==> src/rtl/trst_pkg.sv <==
// ----------------------------------------------------------------------------
// trst_pkg
// Shared types and constants for the touch report slot tracker.
// ----------------------------------------------------------------------------
package trst_pkg;

  localparam int REPORT_BYTES = 24;
  localparam int SLOT_COUNT   = 5;

  localparam int POS_W   = $clog2(REPORT_BYTES);
  localparam int CNT_W   = $clog2(SLOT_COUNT + 1);
  localparam int IDX_W   = POS_W - 2;
  localparam int SLOT_W  = 3;
  localparam int COORD_W = 12;
  localparam int QDEPTH  = 4;
  localparam int QPTR_W  = $clog2(QDEPTH);

  localparam logic [POS_W-1:0] LAST_POS = POS_W'(REPORT_BYTES - 1);

  typedef enum logic [1:0] {
    KIND_PRESS   = 2'd0,
    KIND_RELEASE = 2'd1,
    KIND_SYNC    = 2'd2
  } kind_t;

  typedef logic [SLOT_COUNT-1:0] slot_mask_t;

  // One entry of work per input byte that causes events.
  typedef struct packed {
    logic                press;
    logic [SLOT_W-1:0]   slot;
    logic [COORD_W-1:0]  x;
    logic [COORD_W-1:0]  y;
    slot_mask_t          rel;
    logic                sync;
  } cmd_t;

  // Index of the lowest set bit (0 when empty).
  function automatic logic [SLOT_W-1:0] low_slot(slot_mask_t m);
    logic [SLOT_W-1:0] s;
    s = '0;
    for (int i = SLOT_COUNT - 1; i >= 0; i--) begin
      if (m[i]) s = SLOT_W'(i);
    end
    return s;
  endfunction

  // Mask with only the lowest set bit cleared.
  function automatic slot_mask_t drop_low(slot_mask_t m);
    return m & (m - slot_mask_t'(1));
  endfunction

endpackage

==> src/rtl/trst_front.sv <==
// ----------------------------------------------------------------------------
// trst_front
// Report parser: tracks byte position and slot sets, builds event work.
// ----------------------------------------------------------------------------
module trst_front (
  input  logic          clk,
  input  logic          rst_n,
  input  logic          accept,
  input  logic [7:0]    report_byte,
  input  logic          frame_start,
  output logic          push,
  output trst_pkg::cmd_t cmd
);
  import trst_pkg::*;

  logic [POS_W-1:0]  byte_pos_r, byte_pos_nxt;
  logic [CNT_W-1:0]  touch_cnt_r, touch_cnt_nxt;
  logic [23:0]       pt_bytes_r, pt_bytes_nxt;
  slot_mask_t        cur_r, cur_nxt;
  slot_mask_t        prev_r, prev_nxt;
  logic              any_r, any_nxt;

  logic [POS_W-1:0]  pos;
  logic [IDX_W-1:0]  idx;
  logic [3:0]        id;
  logic              in_points;
  logic              press;
  logic              at_last;
  slot_mask_t        rel;

  always_comb begin
    pos       = frame_start ? '0 : byte_pos_r;
    in_points = (pos[POS_W-1:2] != '0);
    idx       = pos[POS_W-1:2] - IDX_W'(1);
    id        = report_byte[7:4];
    at_last   = (pos == LAST_POS);

    touch_cnt_nxt = touch_cnt_r;
    pt_bytes_nxt  = pt_bytes_r;
    cur_nxt       = cur_r;
    any_nxt       = any_r;
    press         = 1'b0;

    if (pos == '0) begin
      touch_cnt_nxt = (report_byte > 8'(SLOT_COUNT)) ? CNT_W'(SLOT_COUNT)
                                                     : CNT_W'(report_byte);
      cur_nxt = '0;
      any_nxt = 1'b0;
    end else if (in_points) begin
      case (pos[1:0])
        2'd0: pt_bytes_nxt[7:0]   = report_byte;
        2'd1: pt_bytes_nxt[15:8]  = report_byte;
        2'd2: pt_bytes_nxt[23:16] = report_byte;
        default: begin
          // record end: press when within count and id in range
          if ((8'(idx) < 8'(touch_cnt_r)) && (id != 4'd0) &&
              (id <= 4'(SLOT_COUNT))) begin
            press = 1'b1;
          end
        end
      endcase
    end

    cmd.press = press;
    cmd.slot  = SLOT_W'(id - 4'd1);
    cmd.x     = {pt_bytes_r[11:8], pt_bytes_r[7:0]};
    cmd.y     = {report_byte[3:0], pt_bytes_r[23:16]};
    if (press) begin
      cur_nxt = cur_nxt | (slot_mask_t'(1) << cmd.slot);
      any_nxt = 1'b1;
    end

    rel          = prev_r & ~cur_nxt;
    prev_nxt     = prev_r;
    byte_pos_nxt = pos + POS_W'(1);
    cmd.rel      = '0;
    cmd.sync     = 1'b0;
    if (at_last) begin
      cmd.rel      = rel;
      cmd.sync     = any_nxt || (rel != '0);
      any_nxt      = any_nxt || (rel != '0);
      prev_nxt     = cur_nxt;
      byte_pos_nxt = '0;
    end

    push = accept && (cmd.press || (cmd.rel != '0) || cmd.sync);
  end

  always_ff @(posedge clk) begin
    if (!rst_n) begin
      byte_pos_r  <= '0;
      touch_cnt_r <= '0;
      pt_bytes_r  <= '0;
      cur_r       <= '0;
      prev_r      <= '0;
      any_r       <= 1'b0;
    end else if (accept) begin
      byte_pos_r  <= byte_pos_nxt;
      touch_cnt_r <= touch_cnt_nxt;
      pt_bytes_r  <= pt_bytes_nxt;
      cur_r       <= cur_nxt;
      prev_r      <= prev_nxt;
      any_r       <= any_nxt;
    end
  end

endmodule

==> src/rtl/trst_queue.sv <==
// ----------------------------------------------------------------------------
// trst_queue
// Small register FIFO of event work between parser and event generator.
// ----------------------------------------------------------------------------
module trst_queue (
  input  logic           clk,
  input  logic           rst_n,
  input  logic           push,
  input  trst_pkg::cmd_t push_data,
  output logic           full,
  input  logic           pop,
  output logic           valid,
  output trst_pkg::cmd_t head
);
  import trst_pkg::*;

  cmd_t              mem_r [QDEPTH];
  logic [QPTR_W-1:0] wr_ptr_r, wr_ptr_nxt;
  logic [QPTR_W-1:0] rd_ptr_r, rd_ptr_nxt;
  logic [QPTR_W:0]   count_r, count_nxt;

  always_comb begin
    full       = (count_r == (QPTR_W + 1)'(QDEPTH));
    valid      = (count_r != '0);
    head       = mem_r[rd_ptr_r];
    wr_ptr_nxt = push ? wr_ptr_r + QPTR_W'(1) : wr_ptr_r;
    rd_ptr_nxt = pop  ? rd_ptr_r + QPTR_W'(1) : rd_ptr_r;
    count_nxt  = count_r + (QPTR_W + 1)'(push) - (QPTR_W + 1)'(pop);
  end

  always_ff @(posedge clk) begin
    if (push) begin
      mem_r[wr_ptr_r] <= push_data;
    end
  end

  always_ff @(posedge clk) begin
    if (!rst_n) begin
      wr_ptr_r <= '0;
      rd_ptr_r <= '0;
      count_r  <= '0;
    end else begin
      wr_ptr_r <= wr_ptr_nxt;
      rd_ptr_r <= rd_ptr_nxt;
      count_r  <= count_nxt;
    end
  end

endmodule

==> src/rtl/trst_back.sv <==
// ----------------------------------------------------------------------------
// trst_back
// Event generator: expands queued work into one event per cycle unless stalled.
// ----------------------------------------------------------------------------
module trst_back (
  input  logic                         clk,
  input  logic                         rst_n,
  input  logic                         q_valid,
  input  trst_pkg::cmd_t               q_head,
  output logic                         q_pop,
  output logic                         out_valid,
  input  logic                         out_ready,
  output logic [1:0]                   out_kind,
  output logic [2:0]                   out_slot,
  output logic [trst_pkg::COORD_W-1:0] out_pos_x,
  output logic [trst_pkg::COORD_W-1:0] out_pos_y,
  output logic                         out_last
);
  import trst_pkg::*;

  cmd_t               work_r, work_nxt, work_left;
  logic               work_valid_r, work_valid_nxt;
  logic               out_valid_r, out_valid_nxt;
  kind_t              kind_r, kind_nxt;
  logic [SLOT_W-1:0]  slot_r, slot_nxt;
  logic [COORD_W-1:0] x_r, x_nxt, y_r, y_nxt;
  logic               last_r, last_nxt;
  logic               can_emit, emit, done;

  always_comb begin
    can_emit  = !out_valid_r || out_ready;
    emit      = can_emit && work_valid_r;
    work_left = work_r;
    kind_nxt  = kind_r;
    slot_nxt  = slot_r;
    x_nxt     = x_r;
    y_nxt     = y_r;

    // press first, then releases low slot first, then sync
    if (work_r.press) begin
      kind_nxt        = KIND_PRESS;
      slot_nxt        = work_r.slot;
      x_nxt           = work_r.x;
      y_nxt           = work_r.y;
      work_left.press = 1'b0;
    end else if (work_r.rel != '0) begin
      kind_nxt      = KIND_RELEASE;
      slot_nxt      = low_slot(work_r.rel);
      x_nxt         = '0;
      y_nxt         = '0;
      work_left.rel = drop_low(work_r.rel);
    end else begin
      kind_nxt       = KIND_SYNC;
      slot_nxt       = '0;
      x_nxt          = '0;
      y_nxt          = '0;
      work_left.sync = 1'b0;
    end
    done     = !work_left.press && (work_left.rel == '0) && !work_left.sync;
    last_nxt = done;

    if (!emit) begin
      kind_nxt = kind_r;
      slot_nxt = slot_r;
      x_nxt    = x_r;
      y_nxt    = y_r;
      last_nxt = last_r;
    end

    out_valid_nxt = emit ? 1'b1 : (can_emit ? 1'b0 : out_valid_r);

    q_pop          = q_valid && (!work_valid_r || (emit && done));
    work_nxt       = work_r;
    work_valid_nxt = work_valid_r;
    if (emit) begin
      work_nxt       = work_left;
      work_valid_nxt = !done;
    end
    if (q_pop) begin
      work_nxt       = q_head;
      work_valid_nxt = 1'b1;
    end
  end

  always_ff @(posedge clk) begin
    if (!rst_n) begin
      work_valid_r <= 1'b0;
      out_valid_r  <= 1'b0;
    end else begin
      work_valid_r <= work_valid_nxt;
      out_valid_r  <= out_valid_nxt;
    end
  end

  always_ff @(posedge clk) begin
    work_r <= work_nxt;
    kind_r <= kind_nxt;
    slot_r <= slot_nxt;
    x_r    <= x_nxt;
    y_r    <= y_nxt;
    last_r <= last_nxt;
  end

  assign out_valid = out_valid_r;
  assign out_kind  = kind_r;
  assign out_slot  = slot_r;
  assign out_pos_x = x_r;
  assign out_pos_y = y_r;
  assign out_last  = last_r;

`ifndef SYNTHESIS
  a_work_nonempty: assert property (@(posedge clk) disable iff (!rst_n)
    work_valid_r |-> (work_r.press || (work_r.rel != '0) || work_r.sync))
    else $error("work register holds no pending event");

  a_work_kept: assert property (@(posedge clk) disable iff (!rst_n)
    (emit && !done) |=> (work_valid_r && out_valid_r && !out_last))
    else $error("unfinished work lost after emit");

  a_pop_only_idle: assert property (@(posedge clk) disable iff (!rst_n)
    q_pop |-> (q_valid && (!work_valid_r || emit)))
    else $error("queue popped while work still pending");

  a_release_slot: assert property (@(posedge clk) disable iff (!rst_n)
    (out_valid_r && (kind_r == KIND_RELEASE)) |->
      ((8'(slot_r) < 8'(SLOT_COUNT)) && (x_r == '0) && (y_r == '0)))
    else $error("release event with bad slot or coordinates");
`endif

endmodule

==> src/rtl/touch_report_slot_tracker_top.sv <==
// ----------------------------------------------------------------------------
// touch_report_slot_tracker_top
// Turns touch controller report bytes into press, release and sync events.
// ----------------------------------------------------------------------------
// Input channel: one report byte per transfer (in_report_byte), with
// in_frame_start marking byte 0 of a report. in_ready stays high while the
// four-entry work queue has room, so a byte can be taken every cycle.
// Output channel: one event per transfer (out_kind press/release/sync,
// out_slot, out_pos_x, out_pos_y) with out_last on the final event of the
// byte that caused it. Events come from a registered output stage.
// The first event of a byte passes through the work queue, work register and
// output register; events leave one per cycle while out_ready is high.
// Throughput: one byte per cycle while the queue has room; the last byte of a
// report may cause up to SLOT_COUNT+1 events, drained one per cycle by the event
// generator when out_ready is high; the queue absorbs bursts while bytes flow.
// Reset (rst_n low, synchronous) clears the position, slot sets, queue and
// output valid. When the receiver stalls, the output register holds its
// event, the generator waits, the queue fills and in_ready then drops.
// ----------------------------------------------------------------------------
module touch_report_slot_tracker_top (
  input  logic                         clk,
  input  logic                         rst_n,
  input  logic                         in_valid,
  output logic                         in_ready,
  input  logic [7:0]                   in_report_byte,
  input  logic                         in_frame_start,
  output logic                         out_valid,
  input  logic                         out_ready,
  output logic [1:0]                   out_kind,
  output logic [2:0]                   out_slot,
  output logic [trst_pkg::COORD_W-1:0] out_pos_x,
  output logic [trst_pkg::COORD_W-1:0] out_pos_y,
  output logic                         out_last
);
  import trst_pkg::*;

  logic  accept;
  logic  push, full, pop, q_valid;
  cmd_t  cmd, q_head;

  assign in_ready = !full;
  assign accept   = in_valid && in_ready;

  // front: parse bytes, update slot state, emit a work entry per event-causing byte
  trst_front u_front (
    .clk         (clk),
    .rst_n       (rst_n),
    .accept      (accept),
    .report_byte (in_report_byte),
    .frame_start (in_frame_start),
    .push        (push),
    .cmd         (cmd)
  );

  // decouples the parser from output stalls and event bursts
  trst_queue u_queue (
    .clk       (clk),
    .rst_n     (rst_n),
    .push      (push),
    .push_data (cmd),
    .full      (full),
    .pop       (pop),
    .valid     (q_valid),
    .head      (q_head)
  );

  // back: expand each entry into single events
  trst_back u_back (
    .clk       (clk),
    .rst_n     (rst_n),
    .q_valid   (q_valid),
    .q_head    (q_head),
    .q_pop     (pop),
    .out_valid (out_valid),
    .out_ready (out_ready),
    .out_kind  (out_kind),
    .out_slot  (out_slot),
    .out_pos_x (out_pos_x),
    .out_pos_y (out_pos_y),
    .out_last  (out_last)
  );

endmodule

==> config.mk <==
export PLATFORM = sky130hd
export DESIGN_NAME = touch_report_slot_tracker_top
export DESIGN_NICKNAME = d
export VERILOG_FILES = /design/src/rtl/trst_pkg.sv /design/src/rtl/trst_front.sv /design/src/rtl/trst_queue.sv /design/src/rtl/trst_back.sv /design/src/rtl/touch_report_slot_tracker_top.sv
export SDC_FILE = /design/constraint.sdc
export NUM_CORES = 1
export LEC_CHECK = 0
export BUFFER_PORTS_ARGS = -buffer_cell sky130_fd_sc_hd__buf_2
export CORE_ASPECT_RATIO = 1.25
export CORE_MARGIN = 4
export CORE_UTILIZATION = 35
export CTS_CLUSTER_DIAMETER = 80
export DETAILED_ROUTE_END_ITERATION = 8
export PLACE_DENSITY = 0.49
export SETUP_SLACK_MARGIN = 0.02
export SYNTH_ARGS = -nofsm -noshare
export SYNTH_HDL_FRONTEND = slang
export SYNTH_SLANG_ARGS = --single-unit
==> constraint.sdc <==
create_clock -name clk -period 11.1 [get_ports clk]
set_clock_uncertainty 0.05 [all_clocks]
set_input_delay 2.22 -clock clk [delete_from_list [all_inputs] [get_ports clk]]
set_output_delay 2.22 -clock clk [all_outputs]
set_load 0.05 [all_outputs]
; ---- Word-level counts from Yosys, hierarchy flattened
; Memory sizes are Yosys's and may differ from the RTL's. A register that Yosys moved wholly into a read port is not among the register bits.
; Cells that the tools add are included.
[classes]
reduce_logical = 35
order_cmp = 3
eq_ne = 4
n_mux = 34
addsub = 8
n_shift = 1
bitwise = 5
[ops]
columns = operator, count
row1 = $mux 34, 2
row2 = $mux 5, 5
row3 = $mux 3, 8
row4 = $reduce_bool 5->1, 3
row5 = $mux 1, 14
row6 = $mux 6, 2
row7 = $reduce_and 4->1, 3
row8 = $and 5x5->5, 2
row9 = $logic_not 5->1, 2
row10 = $gt 8x3->1 const B, 1
row11 = $logic_and 1x1->1, 8
row12 = $mux 2, 3
row13 = $reduce_bool 3->1, 2
row14 = $sub 3x1->3 const B, 2
row15 = $add 5x1->5 const B, 1
row16 = $eq 5x5->1 const B, 1
row17 = $logic_not 1->1, 5
row18 = $logic_or 1x1->1, 5
row19 = $not 5->5, 1
row20 = $or 5x5->5, 1
row21 = $shl 1x3->5 const A, 1
row22 = $sub 5x1->5 const B, 1
row23 = $add 2x1->2 const B, 2
row24 = $le 4x3->1 const B, 1
row25 = 12 further kinds, 14
[totals]
reg_bits = 112
memories = 1
mem_bits_rw = 136
inputBits = 13
word_cells = 115
[mem_list]
columns = memory, depth, word_bits, read_ports, rd_ports_with_merged_regs, wr, line_no
row1 = u_queue.mem_r, 4, 34, 1, 1, 1, trst_queue.sv:17  ; cmd_t mem_r [QDEPTH];

; ---- Longest topological paths before layout
[depth]
depth_word = 21
ltp_mapped = 18

; ---- Cells and area by module
; From an unflattened synthesis, not the netlist that was laid out.
[hier_totals]
hier_cells = 635
hier_area_um2 = 10142.2
[modules_own_cells]
columns = module, cells_per_inst, instances, area_each_um2, seq_area_each_um2
row1 = trst_queue, 221, 1, 5398.9, 4264.1
row2 = trst_back, 175, 1, 2652.5, 1961.9
row3 = trst_front, 237, 1, 2080.7, 780.7
row4 = touch_report_slot_tracker_top, 2, 1, 10.0, 0.0

; ---- Worst setup path after synthesis
; No wires, ideal clock.
[synth_path]
path_kind = input to register
startpoint = in in_frame_start
endpoint = mem u_queue.mem_r[0][0] (netlist bit) (enable)
setup_slack_ns = 5.193
arrival_time_ns = 5.463
required_time_ns = 10.656
setup_time_ns = 0.394
cell_stages = 13
path_buffers = 1
cell_sequence = buf_2 -> nor2b_1 -> inv_1 -> ha_1 -> ha_1 -> inv_1 -> ha_1 -> nor4b_4 -> a21boi_4 -> nor3b_4 -> o21ai_2 -> a21oi_4 -> and2_1
[synth_lines]
columns = item, line_no
row1 = "start, declared", touch_report_slot_tracker_top.sv:26  ; input logic in_frame_start,
row2 = "end, declared", trst_queue.sv:17

==> summary.txt <==
status: finished, final reports clean
final non-filler cell total: 1070
die width: 160 um
# nets final: 733
Setup Fix Bufs, Post-CTS: 0
clk buf depth: 3
Slew @ Worst Pin: 0.957 ns
# IOs: 45
CP Capture Type: flip-flop
ratio of cells with drive above 1 in the final layout: 0.199
setup ws final: 5.32 ns
switching part of the total: 0.199
IO buf count: 44
first-pass GRT wire length: 31100 um
number of DRC markers in iteration 0: 280
slowest cell delay on critical path: 0.56 ns
Pint: 1.52 mW
slowest CP cell: nor2b_1
Root Driver: clkbuf_16
flops & latches, synth: 250
period utilization: 0.521
sequential share of the synthesized area: 0.690
top post-synthesis cells by area: edfxtp_1, dfxtp_1, mux4_2
DIE AREA: 31800 sq um
Synth area leader: edfxtp_1
CTS Sinks: 250
Critical Path Start Type: primary input
Mapped Nets: 679
Logic pwr share: 0.027
Slew Viols, Final: 0
RSZ-0062 raised after global routing: no
number of routed nets with antenna violations: 0
# DRC: 0
Final setup viols: 0
ANT cells: 0
critical path type: primary input to flip-flop
First-pass DRT Iterations: 5
Core ar.: 28500 sq um
Mapped Cells: 642
cell row count: 69
PostCTS Resize Cnt: 0
Reg power frac: 0.533
Yosys top cell area share: 0.591
via count: 5279
H-Tree Depth: 1
gr ovfl total: 0
commonest cells in the netlist: edfxtp_1, and2_1, dfxtp_1
dominant synthesized flop cell: edfxtp_1
R2R setup slack: 6.81 ns
Synth Warn #: 0
mapped cell area: 10200 sq um
pre-CTS setup slack: 4.83 ns
GRT Total Usage: 0.123
largest delay contributor family on the critical path: simple AND/OR/NAND/NOR gates
Distinct cells, synth: 65
Worst Path Buf+Inv: 4
ys async rst share: 0
TNS Setup: 0 ns
Slew headroom: 0.362
global placement routability congestion: 0.819
Max Freq: 0.173 GHz
Max VDD drop: 0.0825 mV
min Tclk post-route: 5.78 ns
CP Data Arrival Time: 6.13 ns
drt wl/cell: 18.2 um
area grow syn2layout: 14.0%
antenna violations before repair: 0
Crit Path Max Fanout: 11
Core Util, Final: 0.407
Net Sw Power: 0.377 mW
Syn Area/Cell: 15.8 sq um
largest net degree at the start of global routing: 68
min-delay worst type: flip-flop to flip-flop
clock latency on the worst-skew pair: 0.51 ns
Final Hold Vio Count: 0
Die Y-Extent: 198 um
Post-synth EDFFs: 200
total CTS buffers: 26
Clock power frac: 0.440
most used cell, CP: ha_1
CTS clock-pin slew for the worst setup and hold paths: 0.06 ns
hold_buf cts: 0
hold_ws: 0.441 ns
post-DR vias/cell: 4.93
Pleak: 3.94 nW
hpwl dp: 12300 um
Placed Instances: 1023
vias in the first global route: 5607
TritonCTS clock tree: yes
final wirelength: 19500 um
crit path cell chain: buf_2 > nor2b_1 > inv_2 > ha_1 > inv_1 > ha_1 > nor4b_4 > a21boi_4 > nor3b_4 > o21ai_2 > a21oi_4 > ha_1 > inv_1 > fa_1 > xnor2_1 > xnor2_1 > and2_1
Max Cap Viol: 0
pwr/cell area: 164 nW/um^2
Crit path required time: 11.45 ns
initial core utilization: 0.356
most common cell in the netlist: edfxtp_1
placed cells by master, fill, tap and decap left out, drive strengths merged, types with 2 or more instances in the layout:
cell / Yosys / layout
nor3b: 2 / 2
and2: 63 / 63
a21oi: 12 / 12
inv: 21 / 22
nand3: 5 / 5
nand2: 34 / 34
ha: 23 / 23
or3: 2 / 2
edfxtp: 200 / 200
o22a: 2 / 2
o21ai: 22 / 22
clkinv: 0 / 8
dfxtp: 50 / 50
nor3: 4 / 4
a31oi: 2 / 2
buf: 15 / 52
mux4: 34 / 34
a32oi: 8 / 8
nand4: 3 / 3
o21a: 2 / 2
nor4: 3 / 3
clkbuf: 11 / 34
nor2b: 23 / 23
nand4b: 2 / 2
a22oi: 3 / 3
a21boi: 5 / 5
and3: 5 / 5
clkinvlp: 0 / 2
nor2: 31 / 31
nand2b: 5 / 5
mux2i: 18 / 18
bufinv: 0 / 2
xnor2: 4 / 4
o31ai: 4 / 4
o211a: 5 / 5
path summary, 6_finish.rpt:
path | startpoint | to | depth (start not counted)
max | in_frame_start | u_queue.count_r[2] | 17
min | u_front.prev_r[2] | u_front.prev_r[2] | 2
max reg2reg | u_front.byte_pos_r[2] | u_queue.count_r[2] | 17
min reg2reg | u_front.prev_r[2] | u_front.prev_r[2] | 2
per-layer routing:
metal  routed length (um)  global-route usage  vias to the layer above
met5                    0                   0                        -
met4                  582              0.0456                        0
met1                 8500               0.156                     2601
li1                     -                   -                     2522
met3                  889              0.0216                       41
met2                 9510               0.213                      115
logic make-up after synthesis:
family / after synthesis / synth area share
adder cells (fa/ha/maj): 25 / 0.0313
flip-flops: 250 / 0.690
AND/OR/NAND/NOR: 187 / 0.104
multiplexers: 52 / 0.0931
XOR/XNOR: 5 / 0.00431
buffers and inverters: 47 / 0.0208
AO/OA/AOI/OAI: 76 / 0.0561
state kept, by name, summed over array words and instances (netlist names), named ones only:
register	cells
u_queue.wr_ptr_r	2
u_back.out_kind	2
u_back.out_valid	1
u_back.work_left	27
u_queue.rd_ptr_r	2
u_back.work_valid_r	1
u_back.work_r	7
u_back.out_last	1
u_front.cur_r	5
u_back.out_pos_y	12
u_back.out_pos_x	12
u_queue.count_r	3
u_queue.mem_r	136
u_front.touch_cnt_r	3
u_back.out_slot	3
u_front.pt_bytes_r	20
u_front.any_r	1
u_front.prev_r	5
u_front.byte_pos_r	5
per-stage QoR:
stage / power, mW / area [sq um]
6_report: 1.89 / 11600
5_1_grt: 1.96 / 11600
4_1_cts: 1.92 / 11600
3_5_place_dp: 1.08 / 10800
3_3_place_gp: 1.08 / 10800
2_1_floorplan: 1.06 / 10200
power by group through the flow:
| stage | clock (mW) | combinational, mW | sequential [mW] |
|---|---|---|---|
| 4_1_cts | 0.862 | 0.0511 | 1.01 |
| 2_1_floorplan | 0 | 0.0232 | 1.04 |
| 6_report | 0.834 | 0.0502 | 1.01 |
| 5_1_grt | 0.895 | 0.0547 | 1.01 |
| 3_3_place_gp | 0 | 0.0506 | 1.03 |
| 3_5_place_dp | 0 | 0.0509 | 1.03 |
final cells by class:
| type | count | area [sq um] |
|---|---|---|
| Fill cell | 2628 | 16900 |
| Sequential cell | 250 | 7010 |
| Multi-Input combinational cell | 345 | 2940 |
| Clock buffer | 34 | 712 |
| Tap cell | 355 | 444 |
| Timing Repair Buffer | 52 | 280 |
| Clock inverter | 13 | 119 |
| Inverter | 21 | 78.8 |
worst min-delay path: cells and delay by family (launching register included):
family / cells / cell delay [ns]
flip-flops: 1 / 0.31
AO/OA/AOI/OAI: 2 / 0.13
No activity file was read; power rests on OpenSTA's default activity.
